### src/sv/vbcs_pkg.sv
// Package for the ventilator breath-cycle sequencer: field widths, codes,
// register reset values, timing constants and the shared struct types.
// No dependencies; every other file of the block takes it in.
package vbcs_pkg;

    localparam int FUNC_W    = 2;
    localparam int TIME_W    = 32;
    localparam int PRES_W    = 16;
    localparam int CFG_W     = 15;
    localparam int CFG_IDX_W = 3;
    localparam int PHASE_W   = 3;
    localparam int MODE_W    = 2;
    localparam int STATUS_W  = 3;

    // Item function codes
    localparam logic [FUNC_W-1:0] FUNC_TICK  = 2'd0;
    localparam logic [FUNC_W-1:0] FUNC_START = 2'd1;
    localparam logic [FUNC_W-1:0] FUNC_STOP  = 2'd2;

    // Phase codes as reported on the result channel
    localparam logic [PHASE_W-1:0] PHASE_IDLE    = 3'd0;
    localparam logic [PHASE_W-1:0] PHASE_START   = 3'd1;
    localparam logic [PHASE_W-1:0] PHASE_EXPIR   = 3'd2;
    localparam logic [PHASE_W-1:0] PHASE_PREPARE = 3'd3;
    localparam logic [PHASE_W-1:0] PHASE_INSPIR  = 3'd4;
    localparam logic [PHASE_W-1:0] PHASE_WAITAIR = 3'd5;
    localparam logic [PHASE_W-1:0] PHASE_PLATEAU = 3'd6;

    // Outflow valve modes
    localparam logic [MODE_W-1:0] VALVE_HIGH     = 2'd0;
    localparam logic [MODE_W-1:0] VALVE_END_INSP = 2'd1;
    localparam logic [MODE_W-1:0] VALVE_END_EXP  = 2'd2;

    // Start request status
    localparam logic [STATUS_W-1:0] STAT_NONE        = 3'd0;
    localparam logic [STATUS_W-1:0] STAT_ACCEPTED    = 3'd1;
    localparam logic [STATUS_W-1:0] STAT_TOP_SHORT   = 3'd2;
    localparam logic [STATUS_W-1:0] STAT_INSP_SHORT  = 3'd3;
    localparam logic [STATUS_W-1:0] STAT_PLAT_SHORT  = 3'd4;
    localparam logic [STATUS_W-1:0] STAT_EXPIR_SHORT = 3'd5;

    // Configuration register indexes
    localparam logic [CFG_IDX_W-1:0] REG_TOP_SWITCH  = 3'd0;
    localparam logic [CFG_IDX_W-1:0] REG_INSPIRATION = 3'd1;
    localparam logic [CFG_IDX_W-1:0] REG_PLATEAU_END = 3'd2;
    localparam logic [CFG_IDX_W-1:0] REG_CYCLE       = 3'd3;
    localparam logic [CFG_IDX_W-1:0] REG_SETUP       = 3'd4;

    // Register reset values
    localparam logic [CFG_W-1:0] TOP_SWITCH_RST  = 15'd50;
    localparam logic [CFG_W-1:0] INSPIRATION_RST = 15'd1000;
    localparam logic [CFG_W-1:0] PLATEAU_END_RST = 15'd1500;
    localparam logic [CFG_W-1:0] CYCLE_RST       = 15'd4000;
    localparam logic [CFG_W-1:0] SETUP_RST       = 15'd100;

    // Timing constants
    localparam logic [TIME_W-1:0]   START_OFFSET_MS = 32'd2000;
    localparam logic signed [16:0]  AIR_LEAD_MS     = 17'sd40;
    localparam logic [CFG_W-1:0]    MIN_TOP_MS      = 15'd50;
    localparam logic [CFG_W:0]      MIN_INSP_GAP_MS = 16'd100;
    localparam logic [CFG_W:0]      MIN_EXP_GAP_MS  = 16'd500;

    typedef enum logic [6:0] {
        PH_IDLE    = 7'b0000001,
        PH_START   = 7'b0000010,
        PH_EXPIR   = 7'b0000100,
        PH_PREPARE = 7'b0001000,
        PH_INSPIR  = 7'b0010000,
        PH_WAITAIR = 7'b0100000,
        PH_PLATEAU = 7'b1000000
    } phase_t;

    typedef struct packed {
        logic [CFG_W-1:0] top_switch;
        logic [CFG_W-1:0] inspiration;
        logic [CFG_W-1:0] plateau_end;
        logic [CFG_W-1:0] cycle;
        logic [CFG_W-1:0] setup;
    } cfg_t;

    typedef struct packed {
        logic [FUNC_W-1:0]        func;
        logic [TIME_W-1:0]        now_ms;
        logic                     sample_valid;
        logic signed [PRES_W-1:0] pressure;
    } item_t;

    typedef struct packed {
        phase_t                   phase;
        logic [TIME_W-1:0]        cycle_start;
        logic signed [PRES_W-1:0] last_pressure;
        logic signed [PRES_W-1:0] peak;
        logic signed [PRES_W-1:0] end_insp;
        logic signed [PRES_W-1:0] end_exp;
    } state_t;

    typedef struct packed {
        logic [PHASE_W-1:0]       phase;
        logic                     valve_set;
        logic [MODE_W-1:0]        valve_mode;
        logic                     air_start;
        logic                     air_stop;
        logic                     cycle_done;
        logic signed [PRES_W-1:0] peak_pressure;
        logic signed [PRES_W-1:0] end_insp_pressure;
        logic signed [PRES_W-1:0] end_exp_pressure;
        logic [STATUS_W-1:0]      start_status;
    } result_t;

    function automatic logic [PHASE_W-1:0] phase_code(input phase_t p);
        logic [PHASE_W-1:0] code;
        case (p)
            PH_IDLE:    code = PHASE_IDLE;
            PH_START:   code = PHASE_START;
            PH_EXPIR:   code = PHASE_EXPIR;
            PH_PREPARE: code = PHASE_PREPARE;
            PH_INSPIR:  code = PHASE_INSPIR;
            PH_WAITAIR: code = PHASE_WAITAIR;
            PH_PLATEAU: code = PHASE_PLATEAU;
            default:    code = PHASE_IDLE;
        endcase
        return code;
    endfunction

endpackage

### src/sv/vbcs_item_if.sv
// Input channel of the breath-cycle sequencer: tick, start and stop words.
// Depends on vbcs_pkg for field widths.
interface vbcs_item_if;
    logic                                       valid;
    logic                                       ready;
    logic [vbcs_pkg::FUNC_W-1:0]                func;
    logic [vbcs_pkg::TIME_W-1:0]                now_ms;
    logic                                       sample_valid;
    logic signed [vbcs_pkg::PRES_W-1:0]         pressure;

    modport source (output valid, func, now_ms, sample_valid, pressure, input ready);
    modport sink   (input valid, func, now_ms, sample_valid, pressure, output ready);
endinterface

### src/sv/vbcs_result_if.sv
// Result channel of the breath-cycle sequencer: one word per accepted item.
// Depends on vbcs_pkg for field widths.
interface vbcs_result_if;
    logic                                 valid;
    logic                                 ready;
    logic [vbcs_pkg::PHASE_W-1:0]         phase;
    logic                                 valve_set;
    logic [vbcs_pkg::MODE_W-1:0]          valve_mode;
    logic                                 air_start;
    logic                                 air_stop;
    logic                                 cycle_done;
    logic signed [vbcs_pkg::PRES_W-1:0]   peak_pressure;
    logic signed [vbcs_pkg::PRES_W-1:0]   end_insp_pressure;
    logic signed [vbcs_pkg::PRES_W-1:0]   end_exp_pressure;
    logic [vbcs_pkg::STATUS_W-1:0]        start_status;

    modport source (output valid, phase, valve_set, valve_mode, air_start, air_stop,
                    cycle_done, peak_pressure, end_insp_pressure, end_exp_pressure,
                    start_status, input ready);
    modport sink   (input valid, phase, valve_set, valve_mode, air_start, air_stop,
                    cycle_done, peak_pressure, end_insp_pressure, end_exp_pressure,
                    start_status, output ready);
endinterface

### src/sv/vbcs_cfg_if.sv
// Configuration write channel of the breath-cycle sequencer.
// Depends on vbcs_pkg for index and data widths.
interface vbcs_cfg_if;
    logic                            valid;
    logic                            ready;
    logic [vbcs_pkg::CFG_IDX_W-1:0]  index;
    logic [vbcs_pkg::CFG_W-1:0]      data;

    modport source (output valid, index, data, input ready);
    modport sink   (input valid, index, data, output ready);
endinterface

### src/sv/vbcs_cfg_regs.sv
// Timing register file of the breath-cycle sequencer.
// Depends on vbcs_pkg and vbcs_cfg_if.
module vbcs_cfg_regs (
    input  logic          clk,
    input  logic          rst_n,
    vbcs_cfg_if.sink      cfg,
    output vbcs_pkg::cfg_t regs
);
    import vbcs_pkg::*;

    cfg_t regs_reg;

    assign cfg.ready = 1'b1;
    assign regs      = regs_reg;

    always_ff @(posedge clk or negedge rst_n)
    begin
        if (!rst_n)
        begin
            regs_reg.top_switch  <= TOP_SWITCH_RST;
            regs_reg.inspiration <= INSPIRATION_RST;
            regs_reg.plateau_end <= PLATEAU_END_RST;
            regs_reg.cycle       <= CYCLE_RST;
            regs_reg.setup       <= SETUP_RST;
        end
        else if (cfg.valid)
        begin
            // Drop writes beyond the last register
            case (cfg.index)
                REG_TOP_SWITCH:  regs_reg.top_switch  <= cfg.data;
                REG_INSPIRATION: regs_reg.inspiration <= cfg.data;
                REG_PLATEAU_END: regs_reg.plateau_end <= cfg.data;
                REG_CYCLE:       regs_reg.cycle       <= cfg.data;
                REG_SETUP:       regs_reg.setup       <= cfg.data;
                default:         ;
            endcase
        end
    end

endmodule

### src/sv/vbcs_step.sv
// Next-state and result logic for one item of the breath-cycle sequencer.
// Depends on vbcs_pkg.
module vbcs_step (
    input  vbcs_pkg::cfg_t    cfg,
    input  vbcs_pkg::item_t   item,
    input  vbcs_pkg::state_t  cur,
    output vbcs_pkg::state_t  nxt,
    output vbcs_pkg::result_t res
);
    import vbcs_pkg::*;

    logic signed [TIME_W-1:0] elapsed;
    logic signed [16:0]       wait_lim;
    logic signed [PRES_W-1:0] peak_out;

    // Wrap-safe time since cycle start, read as two's complement
    assign elapsed  = signed'(item.now_ms - cur.cycle_start);
    assign wait_lim = signed'({2'b00, cfg.inspiration}) + signed'({2'b00, cfg.setup})
                      - AIR_LEAD_MS;

    always_comb
    begin
        nxt              = cur;
        res              = '0;
        res.valve_mode   = VALVE_HIGH;
        res.start_status = STAT_NONE;

        case (item.func)
            FUNC_TICK:
            begin
                if (item.sample_valid)
                begin
                    nxt.last_pressure = item.pressure;
                    if (item.pressure > cur.peak)
                        nxt.peak = item.pressure;
                end
                case (cur.phase)
                    PH_IDLE:    ;
                    PH_START:
                    begin
                        res.air_stop    = 1'b1;
                        nxt.cycle_start = item.now_ms - {17'd0, cfg.cycle} + START_OFFSET_MS;
                        res.valve_set   = 1'b1;
                        res.valve_mode  = VALVE_END_EXP;
                        nxt.peak        = '0;
                        nxt.end_exp     = '0;
                        nxt.phase       = PH_EXPIR;
                    end
                    PH_EXPIR:
                    begin
                        if (elapsed > signed'({17'd0, cfg.cycle}))
                        begin
                            nxt.end_exp     = nxt.last_pressure;
                            res.cycle_done  = 1'b1;
                            res.valve_set   = 1'b1;
                            res.valve_mode  = VALVE_HIGH;
                            nxt.cycle_start = item.now_ms;
                            nxt.phase       = PH_PREPARE;
                        end
                    end
                    PH_PREPARE:
                    begin
                        if (elapsed > signed'({17'd0, cfg.setup}))
                        begin
                            res.air_start = 1'b1;
                            nxt.phase     = PH_INSPIR;
                        end
                    end
                    PH_INSPIR:
                    begin
                        if (elapsed > signed'({17'd0, cfg.top_switch}))
                        begin
                            res.valve_set  = 1'b1;
                            res.valve_mode = VALVE_END_INSP;
                            nxt.phase      = PH_WAITAIR;
                        end
                    end
                    PH_WAITAIR:
                    begin
                        if (elapsed > TIME_W'(wait_lim))
                        begin
                            res.valve_set  = 1'b1;
                            res.valve_mode = VALVE_END_INSP;
                            nxt.phase      = PH_PLATEAU;
                        end
                    end
                    PH_PLATEAU:
                    begin
                        if (elapsed > signed'({17'd0, cfg.plateau_end}))
                        begin
                            nxt.end_insp   = nxt.last_pressure;
                            res.valve_set  = 1'b1;
                            res.valve_mode = VALVE_END_EXP;
                            nxt.phase      = PH_EXPIR;
                        end
                    end
                    default:    nxt.phase = PH_IDLE;
                endcase
            end
            FUNC_START:
            begin
                // First failing relation wins
                if (cfg.top_switch < MIN_TOP_MS)
                    res.start_status = STAT_TOP_SHORT;
                else if ({1'b0, cfg.inspiration} < {1'b0, cfg.top_switch} + MIN_INSP_GAP_MS)
                    res.start_status = STAT_INSP_SHORT;
                else if ({1'b0, cfg.plateau_end} < {1'b0, cfg.inspiration} + MIN_INSP_GAP_MS)
                    res.start_status = STAT_PLAT_SHORT;
                else if ({1'b0, cfg.cycle} < {1'b0, cfg.plateau_end} + MIN_EXP_GAP_MS)
                    res.start_status = STAT_EXPIR_SHORT;
                else
                begin
                    res.start_status = STAT_ACCEPTED;
                    nxt.phase        = PH_START;
                end
            end
            FUNC_STOP:
            begin
                res.valve_set  = 1'b1;
                res.valve_mode = VALVE_END_EXP;
                res.air_stop   = 1'b1;
                nxt.phase      = PH_IDLE;
            end
            default:    ;
        endcase

        // Report the finished cycle's peak, then clear it
        peak_out = nxt.peak;
        if (res.cycle_done)
            nxt.peak = '0;

        res.phase             = phase_code(nxt.phase);
        res.peak_pressure     = peak_out;
        res.end_insp_pressure = nxt.end_insp;
        res.end_exp_pressure  = nxt.end_exp;
    end

endmodule

### src/sv/ventilator_breath_cycle_sequencer.sv
// Top level of the ventilator breath-cycle sequencer: input register, phase
// state, result register. Depends on vbcs_pkg, the three channel interfaces,
// vbcs_cfg_regs and vbcs_step.
//
//  channel  | dir | words                                   | accepted when
//  ---------+-----+-----------------------------------------+----------------------
//  item     | in  | func, now_ms, sample_valid, pressure    | item.valid & ready
//  result   | out | phase, valve/air commands, pressures,   | result.valid & ready
//           |     | start_status                            |
//  cfg      | in  | index, data (15-bit timing registers)   | cfg.valid (ready = 1)
//
// One item per clock sustained while result.ready holds; an accepted item is held
// in the input register, then its result in the result register that the phase state
// updates alongside. All step logic is a single combinational pass between them.
// Reset returns the timing registers to their defaults and the phase to idle.
// A stalled result holds in the result register while the input register
// takes one more item; item.ready falls only when both are full and blocked.
module ventilator_breath_cycle_sequencer (
    input  logic         clk,
    input  logic         rst_n,
    vbcs_item_if.sink     item,
    vbcs_result_if.source result,
    vbcs_cfg_if.sink      cfg
);
    import vbcs_pkg::*;

    cfg_t    regs;
    item_t   item_reg;
    logic    item_valid_reg;
    state_t  state_reg;
    state_t  state_next;
    result_t result_reg;
    result_t result_next;
    logic    result_valid_reg;
    logic    advance;

    vbcs_cfg_regs u_cfg_regs (
        .clk   (clk),
        .rst_n (rst_n),
        .cfg   (cfg),
        .regs  (regs)
    );

    vbcs_step u_step (
        .cfg  (regs),
        .item (item_reg),
        .cur  (state_reg),
        .nxt  (state_next),
        .res  (result_next)
    );

    // Advance the held item into the result register when that slot is free
    assign advance    = item_valid_reg && (!result_valid_reg || result.ready);
    assign item.ready = !item_valid_reg || advance;

    always_ff @(posedge clk or negedge rst_n)
    begin
        if (!rst_n)
        begin
            item_valid_reg   <= 1'b0;
            result_valid_reg <= 1'b0;
            state_reg        <= '{phase: PH_IDLE, default: '0};
        end
        else
        begin
            if (item.ready)
                item_valid_reg <= item.valid;
            if (advance)
            begin
                result_valid_reg <= 1'b1;
                state_reg        <= state_next;
            end
            else if (result.ready)
                result_valid_reg <= 1'b0;
        end
    end

    // Payload registers: no reset
    always_ff @(posedge clk)
    begin
        if (item.ready && item.valid)
        begin
            item_reg.func         <= item.func;
            item_reg.now_ms       <= item.now_ms;
            item_reg.sample_valid <= item.sample_valid;
            item_reg.pressure     <= item.pressure;
        end
        if (advance)
            result_reg <= result_next;
    end

    assign result.valid             = result_valid_reg;
    assign result.phase             = result_reg.phase;
    assign result.valve_set         = result_reg.valve_set;
    assign result.valve_mode        = result_reg.valve_mode;
    assign result.air_start         = result_reg.air_start;
    assign result.air_stop          = result_reg.air_stop;
    assign result.cycle_done        = result_reg.cycle_done;
    assign result.peak_pressure     = result_reg.peak_pressure;
    assign result.end_insp_pressure = result_reg.end_insp_pressure;
    assign result.end_exp_pressure  = result_reg.end_exp_pressure;
    assign result.start_status      = result_reg.start_status;

    // A held item that cannot advance must still be there next cycle
    a_item_held: assert property (@(posedge clk) disable iff (!rst_n)
        item_valid_reg && !advance |=> item_valid_reg)
        else $error("held item lost");

    // A finished cycle always moves on to prepare
    a_done_phase: assert property (@(posedge clk) disable iff (!rst_n)
        result_valid_reg && result_reg.cycle_done |-> result_reg.phase == PHASE_PREPARE)
        else $error("cycle_done outside prepare entry");

    // Air starts only on entry to inspiration
    a_air_phase: assert property (@(posedge clk) disable iff (!rst_n)
        result_valid_reg && result_reg.air_start |-> result_reg.phase == PHASE_INSPIR)
        else $error("air_start outside inspiration entry");

    // An accepted start request lands in the start phase
    a_start_phase: assert property (@(posedge clk) disable iff (!rst_n)
        advance && result_next.start_status == STAT_ACCEPTED
        |=> state_reg.phase == PH_START)
        else $error("accepted start did not arm");

    // No valve mode without a valve command
    a_mode_quiet: assert property (@(posedge clk) disable iff (!rst_n)
        result_valid_reg && !result_reg.valve_set |-> result_reg.valve_mode == VALVE_HIGH)
        else $error("valve_mode set without valve_set");

endmodule
### src/flat_wrapper.sv
// flat-port wrapper written by rule: the top's interface ports become plain ports
module ventilator_breath_cycle_sequencer_flat import vbcs_pkg::*;
  (clk, rst_n, item_valid, item_func, item_now_ms, item_sample_valid, item_pressure, item_ready, result_valid, result_phase, result_valve_set, result_valve_mode, result_air_start, result_air_stop, result_cycle_done, result_peak_pressure, result_end_insp_pressure, result_end_exp_pressure, result_start_status, result_ready, cfg_valid, cfg_index, cfg_data, cfg_ready);
  vbcs_item_if item_i ();
  vbcs_result_if result_i ();
  vbcs_cfg_if cfg_i ();
  input  logic clk;
  input  logic rst_n;
  input wire logic [$bits(item_i.valid)-1:0] item_valid;
  input wire logic [$bits(item_i.func)-1:0] item_func;
  input wire logic [$bits(item_i.now_ms)-1:0] item_now_ms;
  input wire logic [$bits(item_i.sample_valid)-1:0] item_sample_valid;
  input wire logic [$bits(item_i.pressure)-1:0] item_pressure;
  output wire logic [$bits(item_i.ready)-1:0] item_ready;
  output wire logic [$bits(result_i.valid)-1:0] result_valid;
  output wire logic [$bits(result_i.phase)-1:0] result_phase;
  output wire logic [$bits(result_i.valve_set)-1:0] result_valve_set;
  output wire logic [$bits(result_i.valve_mode)-1:0] result_valve_mode;
  output wire logic [$bits(result_i.air_start)-1:0] result_air_start;
  output wire logic [$bits(result_i.air_stop)-1:0] result_air_stop;
  output wire logic [$bits(result_i.cycle_done)-1:0] result_cycle_done;
  output wire logic [$bits(result_i.peak_pressure)-1:0] result_peak_pressure;
  output wire logic [$bits(result_i.end_insp_pressure)-1:0] result_end_insp_pressure;
  output wire logic [$bits(result_i.end_exp_pressure)-1:0] result_end_exp_pressure;
  output wire logic [$bits(result_i.start_status)-1:0] result_start_status;
  input wire logic [$bits(result_i.ready)-1:0] result_ready;
  input wire logic [$bits(cfg_i.valid)-1:0] cfg_valid;
  input wire logic [$bits(cfg_i.index)-1:0] cfg_index;
  input wire logic [$bits(cfg_i.data)-1:0] cfg_data;
  output wire logic [$bits(cfg_i.ready)-1:0] cfg_ready;
  assign item_i.valid = item_valid;
  assign item_i.func = item_func;
  assign item_i.now_ms = item_now_ms;
  assign item_i.sample_valid = item_sample_valid;
  assign item_i.pressure = item_pressure;
  assign item_ready = item_i.ready;
  assign result_valid = result_i.valid;
  assign result_phase = result_i.phase;
  assign result_valve_set = result_i.valve_set;
  assign result_valve_mode = result_i.valve_mode;
  assign result_air_start = result_i.air_start;
  assign result_air_stop = result_i.air_stop;
  assign result_cycle_done = result_i.cycle_done;
  assign result_peak_pressure = result_i.peak_pressure;
  assign result_end_insp_pressure = result_i.end_insp_pressure;
  assign result_end_exp_pressure = result_i.end_exp_pressure;
  assign result_start_status = result_i.start_status;
  assign result_i.ready = result_ready;
  assign cfg_i.valid = cfg_valid;
  assign cfg_i.index = cfg_index;
  assign cfg_i.data = cfg_data;
  assign cfg_ready = cfg_i.ready;
  ventilator_breath_cycle_sequencer u_core (.clk(clk), .rst_n(rst_n), .item(item_i), .result(result_i), .cfg(cfg_i));
endmodule
### config.mk
export PLATFORM = sky130hd
export DESIGN_NAME = ventilator_breath_cycle_sequencer_flat
export DESIGN_NICKNAME = d
export VERILOG_FILES = /design/src/sv/vbcs_pkg.sv /design/src/sv/vbcs_item_if.sv /design/src/sv/vbcs_result_if.sv /design/src/sv/vbcs_cfg_if.sv /design/src/sv/vbcs_cfg_regs.sv /design/src/sv/vbcs_step.sv /design/src/sv/ventilator_breath_cycle_sequencer.sv /design/src/flat_wrapper.sv
export SDC_FILE = /design/constraint.sdc
export NUM_CORES = 1
export LEC_CHECK = 0
export BUFFER_PORTS_ARGS = -buffer_cell sky130_fd_sc_hd__buf_2
export CAP_MARGIN = 20
export CORE_MARGIN = 5
export CORE_UTILIZATION = 30
export CTS_BUF_LIST = sky130_fd_sc_hd__clkbuf_16
export DETAILED_ROUTE_END_ITERATION = 10
export GPL_ROUTABILITY_DRIVEN = 1
export GPL_TIMING_DRIVEN = 0
export HOLD_SLACK_MARGIN = 0.05
export PLACE_DENSITY_LB_ADDON = 0.08
export SLEW_MARGIN = 20
export SYNTH_ARGS = -nofsm -noshare
export SYNTH_HDL_FRONTEND = slang
export SYNTH_HIERARCHICAL = 1
export SYNTH_SLANG_ARGS = --single-unit
### constraint.sdc
create_clock -name clk -period 15.5 [get_ports clk]
set_input_delay 3.1 -clock clk [delete_from_list [all_inputs] [get_ports clk]]
set_output_delay 3.1 -clock clk [all_outputs]
set_load 0.02 [all_outputs]
==> run summary <==
Outcome
* finished, final reports clean — result of the run

Global route
* 0 — final global-route overflow total
* 16.25% — all-layer global routing usage
* 100300 um — wire length of the first global-routing pass
* 16.64k — vias in the first global route
* 76 — pin count of the biggest net entering global routing
* 2 — antenna violations before repair

Layout
* 2647 — final-stage net count
* 21.41% — share of post-route cells with drive strength above 1
* ha_1 — most common library cell in the layout ignoring fill and taps
* 103 — max FFs per register
* ha_1, inv_1, dfrtp_1 — commonest non-fill, non-tap cells in the layout
* 15.67% — synthesis-to-layout area growth

Die
* 30.36% — starting density of the core
* 137 — IO Count
* 279.4 um — die height
* 279.4 um — x dimension of the die
* 71730 um^2 — core box area
* 78080 um^2 — die area
* 98 — cell row count

Synth
* 2133 — Cells after Synth
* 90 — Cell variety after synth
* 21780 um^2 — cell area after technology mapping
* 17.70% — area share of the largest cell type after synthesis
* 61.86% — share of synthesized registers carrying an async set or reset
* 36.14% — share of synthesized area occupied by flip-flops and latches
* 2466 — Mapped Nets
* 10.21 um^2 — average size of a mapped cell
* dfrtp_1 — most used flip-flop cell after synthesis
* 6 — yosys warns
* 291 — post-synthesis sequential element count
* dfrtp_1 — area leader, netlist
* dfrtp_1, edfxtp_1, ha_1, mux2_4, mux2_2 — cell types with the largest area share after synthesis
* 111 — number of synthesized flops with an enable pin

Timing
* 6721 ps — final period demand of the worst path
* no — RSZ-0062 raised after global routing
* 148.8 MHz — highest attainable clock frequency
* 16.31 ps — maximum clock skew at final layout
* 985.9 ps — Worst Tran Pin Value
* 500.9 ps — Hold Worst Slack
* 0 — final count of negative-setup-slack endpoints
* 0 — Max Slew Vio Count
* 33.97% — tightest slew margin relative to the limit
* 43.36% — crit share post-route
* 0 ps — total negative slack
* 0 — final count of hold timing violations

Critical path
* flop — critical path endpoint category
* flop — kind of start point of the critical path
* 7240 ps — data arrival time of the worst path
* reg2reg — classification of the worst setup path
* 10 — maximum fanout along the worst path
* 16010 ps — CP required

Drt
* 0 — count of unresolved DRC violations after routing
* 29410 um — met2 WL
* 64680 um — total wire length
* 19.62 um — WL per Instance
* 31980 um — routed length on met1
* 2206 um — detailed route wirelength on metal3
* 0 — Post-DRT Antenna Nets
* 4.953 — post-detailed-route via-to-cell ratio
* 881 — number of violations reported at the end of detailed-routing iteration 0
* 5 — DR pass1 iterations
* met4 — top layer reached by signal wires
* 16.32k — total vias in the final route

CTS
* clkbuf_16 — library cell used as clock root buffer
* 0 — number of buffers inserted to repair setup after CTS
* 60 ps — clock edge transition at the registers on the reported setup and hold paths
* 0 — hold bufs inserted after CTS
* 39 — CTS buffer count
* 2 — number of H-tree branching levels
* 580 ps — worst-skew pair later-pin latency
* 291 — clock sinks
* built — clock tree from TritonCTS
* 0 — number of resized instances in the post-cts repair step
* 3 — worst-case clock buffer depth

Power and ir drop
* 30.0% — Sequential Power Share
* 11.49 nW — leakage power
* 28.3% — Clock Power Share
* 0.001309 W — switching power summed over all nets
* 0.002216 W — P_int
* 37.14% — switching fraction of total power
* 139.9 nW/um^2 — pwr dens
* 41.7% — Gate power share
* 0.00008548 V — IR Drop Worst-Case VDD

Placed design
* 50690 um — post-detailed-placement half-perimeter wirelength
* 0.8387 — global placement routability congestion
* 135 — IO buf count

Worst hold path
* reg2reg — Hold Path Class

Run
* 0 — max-cap viol count

## logic make-up after synthesis
family / Yosys count / synth area share (%)
buffers and inverters: 306 / 6.360
multiplexers: 214 / 12.48
adder cells (fa/ha/maj): 259 / 14.98
flip-flops: 291 / 36.14
AO/OA/AOI/OAI: 500 / 15.13
other: 1 / 0.01722
AND/OR/NAND/NOR: 469 / 11.14
XOR/XNOR: 93 / 3.740
## through the flow
step	utilization, %	cell area [um^2]	setup WS, ps	total power (W)	cells
4_1_cts	35.11	25190	8804	0.003576	3295
3_3_place_gp	32.96	23640	7770	0.002507	3218
2_1_floorplan	-	21780	9022	0.002118	2133
6_report	35.12	25190	8779	0.003525	3296
3_5_place_dp	33.14	23770	8831	0.002540	3223
5_1_grt	35.11	25190	8406	0.003801	3295
## layer usage
metal / up-vias / track usage [%]
li1: 8080 / -
met4: 0 / 3.268
met2: 235 / 26.84
met3: 65 / 2.159
met1: 7944 / 23.00
met5: - / 0
## layout make-up
type                    instances  area [um^2]
inverters                     221        832.0
clock inverters                32        414.1
flip-flops and latches        291         7870
fillers                      7313        46540
clock buffers                  40         1001
diodes                          1        2.502
plain buffers                  85        555.5
multi-input cells            1536        12530
repair buffers                140        795.8
well taps                     950         1189
## worst paths after layout
| path | slack [ps] | end | cells past startpoint | startpoint |
|---|---|---|---|---|
| setup / recovery | 8780 | u_core/state_reg[88]$_DFFE_PN0P_ | 22 | u_core/item_reg[23]$_DFFE_PP_ |
| hold / removal | 500 | u_core/u_cfg_regs/regs[12]$_DFFE_PN0P_ | 1 | u_core/u_cfg_regs/regs[12]$_DFFE_PN0P_ |
| setup reg to reg | 8780 | u_core/state_reg[88]$_DFFE_PN0P_ | 22 | u_core/item_reg[23]$_DFFE_PP_ |
| hold reg to reg | 500 | u_core/u_cfg_regs/regs[12]$_DFFE_PN0P_ | 1 | u_core/u_cfg_regs/regs[12]$_DFFE_PN0P_ |
| max in group asynchronous | 11900 | u_core/state_reg[96]$_DFFE_PN1P_ | 3 | rst_n |
| min in group asynchronous | 2420 | u_core/u_cfg_regs/regs[62]$_DFFE_PN0P_ | 1 | rst_n |
## power groups by stage
stage / Combinational, W / Sequential [W] / Clock [W]
finish: 0.00147 / 0.00106 / 0.000999
global route: 0.00166 / 0.00108 / 0.00106
CTS: 0.00148 / 0.00106 / 0.00104
detailed placement: 0.00147 / 0.00107 / 0
global placement: 0.00143 / 0.00107 / 0
floorplan: 0.00107 / 0.00105 / 0
## critical path, stage by stage, from the launching register on
cell and delay, ps:
edfxtp_1 540, ha_1 440, a2111o_1 470, o2111ai_1 410
nand2_1 120, xor2_1 530, ha_1 360, a21o_1 180
a21o_1 170, a21o_1 170, a21oi_1 140, nor2_1 50
a211oi_1 350, o31ai_1 200, a21oi_1 290, a31oi_1 400
nor2_1 270, or2_1 130, clkbuf_1 350, clkbuf_1 610
a22oi_1 190, o21ai_0 120, mux2_4 170
## synth_stat cells (7+ instances only)
cell type  number
ha_1          256
o22ai_1        11
and3_1         14
nor3_1         32
and2_1         27
dfrtp_1       154
or3_1           7
nand2b_1       27
a31oi_1        18
o21ai_0       123
buf_2           9
nand4_1        26
buf_6          12
a211o_1         8
clkbuf_1       29
o31ai_1         7
nor4_1          8
buf_4          33
o21a_1         22
o211ai_1       14
mux2i_1        20
a22o_1         24
mux2_4         89
nor2_1         93
nor2b_1        24
xor2_1         29
a21oi_1       109
a22oi_1        23
a211oi_1       13
nand3_1        37
o21bai_1        8
inv_1         221
a21o_1         61
edfxtp_1      111
xnor2_1        64
mux2_2        105
dfstp_2        26
nand2_1       130
Power figures use the tool's default switching activity.
